## config.mk

```make
export PLATFORM = sky130hd
export DESIGN_NAME = utf8_stream_decoder_core
export DESIGN_NICKNAME = d
export VERILOG_FILES = /design/src/sv/u8dec_pkg.sv /design/src/sv/u8dec_step.sv /design/src/sv/utf8_stream_decoder_core.sv
export SDC_FILE = /design/constraint.sdc
export NUM_CORES = 1
export LEC_CHECK = 0
export BUFFER_PORTS_ARGS = -buffer_cell sky130_fd_sc_hd__clkbuf_2
export CAP_MARGIN = 20
export CORE_ASPECT_RATIO = 1.25
export CORE_MARGIN = 2
export CORE_UTILIZATION = 54
export CTS_CLUSTER_DIAMETER = 50
export DETAILED_ROUTE_END_ITERATION = 7
export GPL_TIMING_DRIVEN = 0
export PLACE_DENSITY = 0.76
export RECOVER_POWER = 25
export SETUP_SLACK_MARGIN = 0.02
export SYNTH_ARGS = -nofsm -noshare
export SYNTH_HDL_FRONTEND = slang
export SYNTH_SLANG_ARGS = --single-unit
```

## constraint.sdc

```tcl
create_clock -name clk -period 4.05 [get_ports clk]
set_input_delay 0.2025 -clock clk [delete_from_list [all_inputs] [get_ports clk]]
set_output_delay 0.2025 -clock clk [all_outputs]
set_load 0.01 [all_outputs]
```

## src/sv/u8dec_pkg.sv

```systemverilog
// ----------------------------------------------------------------------------
// u8dec_pkg: shared types and constants of the UTF-8 stream decoder
// Result kinds, lead byte tags and the per-byte step result record.
// ----------------------------------------------------------------------------
package u8dec_pkg;

  localparam int CpWidth   = 21;
  localparam int KindWidth = 2;
  localparam int PendWidth = 2;

  // result kinds
  localparam logic [KindWidth-1:0] KIND_CHAR  = 2'd0;
  localparam logic [KindWidth-1:0] KIND_END   = 2'd1;
  localparam logic [KindWidth-1:0] KIND_ERROR = 2'd2;

  // lead and continuation byte tags (upper bits of the byte)
  localparam logic [1:0] CONT_TAG  = 2'h2;   // 10xxxxxx
  localparam logic [2:0] LEAD2_TAG = 3'h6;   // 110xxxxx
  localparam logic [3:0] LEAD3_TAG = 4'hE;   // 1110xxxx
  localparam logic [4:0] LEAD4_TAG = 5'h1E;  // 11110xxx

  typedef struct packed {
    logic                 has_result;
    logic [CpWidth-1:0]   code_point;
    logic [KindWidth-1:0] kind;
    logic [PendWidth-1:0] pending_next;
    logic [CpWidth-1:0]   partial_next;
  } step_res_t;

endpackage

```

## src/sv/u8dec_step.sv

```systemverilog
// ----------------------------------------------------------------------------
// u8dec_step: one byte of decode
// Combines the held byte with the decoder state into the next state and an
// optional result.
// ----------------------------------------------------------------------------
module u8dec_step (
  input  logic [7:0]                     in_byte,
  input  logic [u8dec_pkg::PendWidth-1:0] pending,
  input  logic [u8dec_pkg::CpWidth-1:0]   partial,
  output u8dec_pkg::step_res_t           res
);
  import u8dec_pkg::*;

  logic [CpWidth-1:0] shifted;

  assign shifted = {partial[CpWidth-7:0], in_byte[5:0]};

  always_comb begin
    res.has_result   = 1'b0;
    res.code_point   = '0;
    res.kind         = KIND_CHAR;
    res.pending_next = '0;
    res.partial_next = '0;
    if (pending != '0) begin
      if (in_byte[7:6] == CONT_TAG) begin
        if (pending == PendWidth'(1)) begin
          res.has_result = 1'b1;
          res.code_point = shifted;
          res.kind       = KIND_CHAR;
        end else begin
          res.pending_next = pending - PendWidth'(1);
          res.partial_next = shifted;
        end
      end else begin
        // drop the offending byte and report the broken sequence
        res.has_result = 1'b1;
        res.kind       = KIND_ERROR;
      end
    end else if (in_byte == 8'h00) begin
      res.has_result = 1'b1;
      res.kind       = KIND_END;
    end else if (in_byte[7] == 1'b0) begin
      res.has_result = 1'b1;
      res.code_point = CpWidth'(in_byte);
      res.kind       = KIND_CHAR;
    end else if (in_byte[7:5] == LEAD2_TAG) begin
      res.pending_next = PendWidth'(1);
      res.partial_next = CpWidth'(in_byte[4:0]);
    end else if (in_byte[7:4] == LEAD3_TAG) begin
      res.pending_next = PendWidth'(2);
      res.partial_next = CpWidth'(in_byte[3:0]);
    end else if (in_byte[7:3] == LEAD4_TAG) begin
      res.pending_next = PendWidth'(3);
      res.partial_next = CpWidth'(in_byte[2:0]);
    end else begin
      // stray continuation or bad lead byte
      res.has_result = 1'b1;
      res.kind       = KIND_ERROR;
    end
  end

endmodule

```

## src/sv/utf8_stream_decoder_core.sv

```systemverilog
// ----------------------------------------------------------------------------
// utf8_stream_decoder_core: byte-serial UTF-8 decoder
// Input byte register, combinational decode step, registered result.
// ----------------------------------------------------------------------------
// The decoder takes one byte per item and returns at most one result item per
// byte: a code point when a 1 to 4 byte character completes (kind 0), an
// end-of-string mark for a zero byte seen while idle (kind 1), or an error
// for a stray continuation byte, a bad lead byte or a missing continuation
// (kind 2); end and error results carry code point zero. The byte that
// breaks a sequence is consumed, and the decoder returns to idle. Overlong
// forms and surrogates are not checked. Throughput is one byte per clock
// unless a result waits for room; the decode of a byte is one short step
// between the input and result registers, and the pending count and
// partial code point update in that same cycle. A result is loaded as the
// input register releases its byte, when the result register has room. A
// byte that yields no result keeps moving even while the result register is
// stalled; only a byte that yields a result waits for room.
// ----------------------------------------------------------------------------
module utf8_stream_decoder_core (
  input  logic                            clk,
  input  logic                            rst,
  input  logic                            in_valid,
  output logic                            in_stall,
  input  logic [7:0]                      in_byte,
  output logic                            out_valid,
  input  logic                            out_stall,
  output logic [u8dec_pkg::CpWidth-1:0]   code_point,
  output logic [u8dec_pkg::KindWidth-1:0] kind
);
  import u8dec_pkg::*;

  // input register
  logic       held_valid;
  logic [7:0] held_byte;

  // decoder state
  logic [PendWidth-1:0] pending;
  logic [CpWidth-1:0]   partial;

  step_res_t res;
  logic      out_free;
  logic      advance;

  u8dec_step u_step (
    .in_byte (held_byte),
    .pending (pending),
    .partial (partial),
    .res     (res)
  );

  // The result register has room when empty or being drained this cycle.
  assign out_free = !out_valid || !out_stall;
  // Advance the held byte unless its result has nowhere to go.
  assign advance  = held_valid && (!res.has_result || out_free);
  // Hold the input side only while the held byte cannot advance.
  assign in_stall = held_valid && !advance;

  always_ff @(posedge clk) begin
    if (rst) begin
      held_valid <= 1'b0;
    end else if (in_valid && !in_stall) begin
      held_valid <= 1'b1;
    end else if (advance) begin
      held_valid <= 1'b0;
    end
  end

  always_ff @(posedge clk) begin
    if (in_valid && !in_stall) begin
      held_byte <= in_byte;
    end
  end

  // Update the decoder state as each byte leaves the input register.
  always_ff @(posedge clk) begin
    if (rst) begin
      pending <= '0;
      partial <= '0;
    end else if (advance) begin
      pending <= res.pending_next;
      partial <= res.partial_next;
    end
  end

  // Result register: load a new result, or drop the one just taken.
  always_ff @(posedge clk) begin
    if (rst) begin
      out_valid <= 1'b0;
    end else if (advance && res.has_result) begin
      out_valid <= 1'b1;
    end else if (!out_stall) begin
      out_valid <= 1'b0;
    end
  end

  always_ff @(posedge clk) begin
    if (advance && res.has_result) begin
      code_point <= res.code_point;
      kind       <= res.kind;
    end
  end

endmodule
```

Word-level counts from Yosys, hierarchy flattened
Index checks and enable logic that the tools add are counted.
- register bits: 50
- output and inout port bits: 25
- logic and storage cells: 56
- reduce and logical (&&, ||, !) cells: 14
- multiplexer cells: 28
- $add $sub $neg: 1
- equal/unequal tests: 6
- operator list (kind ; number):
    $mux W23 ; 7
    $mux W47 ; 1
    $mux W21 ; 2
    $mux W24 ; 1
    $mux W2 ; 6
    $mux W1 ; 10
    $logic_not A8 Y1 ; 1
    $mux W7 ; 1
    $eq A5 B5 Y1 const B ; 1
    $logic_not A1 Y1 ; 5
    $eq A4 B4 Y1 const B ; 1
    $logic_and A1 B1 Y1 ; 4
    $reduce_bool A2 Y1 ; 2
    $eq A3 B3 Y1 const B ; 1
    $eq A2 B1 Y1 const B ; 1
    $eq A2 B2 Y1 const B ; 1
    $logic_or A1 B1 Y1 ; 2
    $ne A2 B1 Y1 const B ; 1
    $sub A2 B1 Y2 const B ; 1

Depth between registers and ports, before layout
- word-level depth: 15
- mapped depth: 8

Hierarchy
From an unflattened synthesis, not the netlist that was laid out.
- cells, all modules: 219
- area, all modules: 2581.2 um^2
- modules (own cells, without submodules) (module ; area an instance (um^2) ; cells an instance ; sequential area each (um^2) ; instances):
    utf8_stream_decoder_core ; 2064.5 ; 142 ; 1431.4 ; 1
    u8dec_step ; 516.7 ; 77 ; 0.0 ; 1

Worst setup path before layout
OpenSTA, ideal clock, no wires.
- path type: register to register
- start point: register pending[0]
- end point: register code_point[0] (netlist bit), enable pin
- setup time: 432 ps
- path buffers: 1
- period minus slack after synthesis: 3212 ps
- slack: 838 ps
- data required time: 3618 ps
- cell stages (with the launch flop): 7
- data arrival time: 2780 ps
- path through: dfxtp_1 > inv_1 > ha_1 > buf_6 > and3_4 > a21o_1 > nor3_1
- cells in the longest elaborated chain, start to end: 8
- elaborated cells on any way between the ends: 9
- ends and longest elaborated chain (item ; RTL line ; text):
    start, declared ; utf8_stream_decoder_core.sv:37 ; logic [PendWidth-1:0] pending;
    start signal, assigned ; utf8_stream_decoder_core.sv:80 ; pending <= res.pending_next;
    $eq A2 B1 Y1 ; u8dec_step.sv:26 ; if (pending == PendWidth'(1)) begin
    $mux W24 ; u8dec_step.sv:26 ;
    $mux W1 ; u8dec_step.sv:25 ; if (in_byte[7:6] == CONT_TAG) begin
    $mux W47 * ; u8dec_step.sv:24 ; if (pending != '0) begin
    $logic_not A1 Y1 ; utf8_stream_decoder_core.sv:54 ; assign advance = held_valid && (!res.has_result || out_free);
    $logic_or A1 B1 Y1 ; utf8_stream_decoder_core.sv:54 ;
    $logic_and A1 B1 Y1 ; utf8_stream_decoder_core.sv:54 ;
    $logic_and A1 B1 Y1 * ; utf8_stream_decoder_core.sv:97 ; if (advance && res.has_result) begin
    end signal, assigned ; utf8_stream_decoder_core.sv:98 ; code_point <= res.code_point;
    end, declared ; utf8_stream_decoder_core.sv:27 ; output logic [u8dec_pkg::CpWidth-1:0] code_point,
Mark *: on every way between the ends. The rest lies on a longest branch, timed or not.
A chain may end at the register's enable or synchronous reset.

Worst setup path in the final report
- start point: register pending[0]
- end point: register code_point[2] (netlist bit), enable pin
The elaborated chain is that of the path after synthesis.

==> metrics.cfg <==
[outcome]
outcome = completed

[pwr]
total_power_uw = 1051
max-vdd-ir-drop_mv = 0.3660
p_leak_uw = 0.0008838
power.density_nw_per_um2 = 434.2

[timing]
setup_viol = 0
fin_worst_skew_ns = 0.002701
final.min_clock_period_ns = 2.437
finalSetupTns_ns = 0
finalHoldViolations = 0
slew_viol_final = 0
rsz0062_at_grt = false
max_freq_mhz = 410.3
setup_ws_ns = 1.613
period_share = 0.6017
slew_headroom = 0.4906
tightestPinTransition_ns = 0.7600

[cells_and_area]
n_antenna_cell = 0
final_area_um2 = 2420
syn2layout_area_growth_pct = 17.00
fin_util = 0.6501
fillers = 294
nets = 231
drive_gt1_frac = 0.1743

[yosys]
synth_common_cells = edfxtp_1 (31), dfxtp_1 (19), nand2_1 (18), and2_1 (14)
yosysSeqAreaShare = 0.6340
synth_top_area_share = 0.4501
synth_seq_cells = 50
synth_area_um2 = 2068
yosys.area.top_type = edfxtp_1
synthArstFlopShare = 0
syn_nets = 188
synth-main-ff-cell = edfxtp_1
synth.distinct_cells = 37
synth.most_common_cell = edfxtp_1
ys_top_cells_by_area = edfxtp_1 (45%), dfxtp_1 (18%), and2_1 (4.2%)
synth_warnings = 0
synth-edff-count = 31
syn_area_per_cell_um2 = 11.89
synth_cells = 174

[floorplan]
die_h_um = 73.19
core_area_um2 = 3722
initial_core_util = 0.5556
dieArea_um2 = 4344
row_count = 25
dieWidth_um = 59.36
ioPinCount = 37

[clocking]
cts_setup_buffers = 0
htree_levels = 2
clk_pin_slew_worst_paths_ns = 0.08
postCtsHoldBufs = 0
cts_tree = built
cts_made_buffers = 5
cts_buffer_depth = 2
worstSkewPairLatency_ns = 0.30
cts-root-buf = clkbuf_8
post_cts_resized = 0
cts_num_sinks = 50

[setup_path]
cp_common_cell = buf_6
slowest_delay_ns = 0.60
crit_chain = inv_1, ha_1, buf_6, nor4b_4, a211oi_4, nor3_2, buf_6
r2r_cells = 7
end_kind = register
critical_path.slowest_cell = nor3_2
worst-path-max-fanout = 15
critical_path_class = reg2reg
critPathArrivalTime_ns = 2.45
required_ns = 4.06
start_kind = register

[global_routing]
grt_pass1_vias = 1313
grt_max_degree = 16
antenna_found_initial = 0
grt_pass1_wl_mm = 5.823
overflow = 0
track_usage = 0.1815

[route]
drt_iter0_markers = 42
dr.pass1.iters = 4
wl_per_cell_um = 14.43
vias = 1451
postRouteAntennaNets = 0
drc = 0
vias_per_cell = 5.624
routed_wl_mm = 3.724

[placement]
portBuffers = 35
dp_slack_ns = 1.605
hpwlAfterDp_mm = 2.626
dpl_cell_area_um2 = 2310
gp_congestion = 0.8846

[run]
max_cap_violations = 0

[hold_path]
hold_depth = 1
hold_path.class = in2reg

## stage by stage
stage / std cells / hold slack (ns)
after floorplan: 174 / 0.3014
after CTS: 258 / 0.06625
after global placement: 249 / 0.3796
final: 258 / 0.07128
after detailed placement: 250 / 0.3816
after global routing: 258 / 0.06333
## cells by family after synthesis
| kind of cell | Yosys count | share of synthesized area |
|---|---|---|
| and+or+nand+nor | 71 | 0.1990 |
| DFF | 50 | 0.6340 |
| AOI/OAI and AO/OA | 33 | 0.1016 |
| buffers and inverters | 15 | 0.03751 |
| muxes | 3 | 0.01573 |
| adders and majority gates | 2 | 0.01210 |
## final timing paths
check	startpoint	endpoint	slack [ns]
max	pending[0]	code_point[2]	1.61
min	in_byte[5]	held_byte[5]	0.07
max reg2reg	pending[0]	code_point[2]	1.61
min reg2reg	partial[9]	partial[9]	0.44
## layer usage
| metal | part of all wire | GRT usage |
|---|---|---|
| met1 | 0.42 | 0.2061 |
| met2 | 0.51 | 0.3162 |
| met3 | 0.049 | 0.04255 |
| met4 | 0.017 | 0.08333 |
| met5 | 0 | 0 |
## layout make-up
cell class	instances	area (µm²)	area share
inverter	5	18.77	0.007756
clock inverter	3	63.81	0.02637
multi-input combinational	109	684.4	0.2828
buffer	10	58.81	0.02430
sequential	50	1311	0.5419
clock buffer	5	68.82	0.02844
timing repair buffer	36	163.9	0.06774
tap	40	50.05	0.02068
## critical path, delay by kind of cell (launching register included)
family | cells | cell delay [ns]
buffers and inverters | 3 | 0.48
AO/OA/AOI/OAI | 1 | 0.11
adder cells (fa/ha/maj) | 1 | 0.20
AND/OR/NAND/NOR | 2 | 0.99
flip-flops | 1 | 0.36
## power breakdown
group	internal, µW	switching, µW	leakage (µW)	total, µW
Sequential	560	11.3	0.000452	571
Combinational	29.5	50.0	0.000366	79.6
Clock	244	156	0.0000658	400
Total	833	217	0.000884	1050
## cells in the final DEF, fill, tap and decap left out, types with 2 or more instances in the layout
cell type	instances
nand3_1	7
o21a_1	2
clkbuf_8	5
dfxtp_1	19
mux2_2	2
nand2_1	18
a21o_1	2
nor3_1	3
o21ai_1	9
clkbuf_1	23
edfxtp_1	31
and2_1	14
clkbuf_2	17
bufinv_16	2
and3_1	2
inv_1	5
nand4_1	7
nor2b_1	9
ha_1	2
a21oi_1	7
buf_6	3
buf_2	2
nor2_1	3
o21ai_0	6
## flip-flops by register name (all words and copies together), names as in the netlist
register,count
held_valid,1
out_valid,1
kind,2
pending,2
partial,15
held_byte,8
code_point,21
Power figures use the tool's default switching activity.
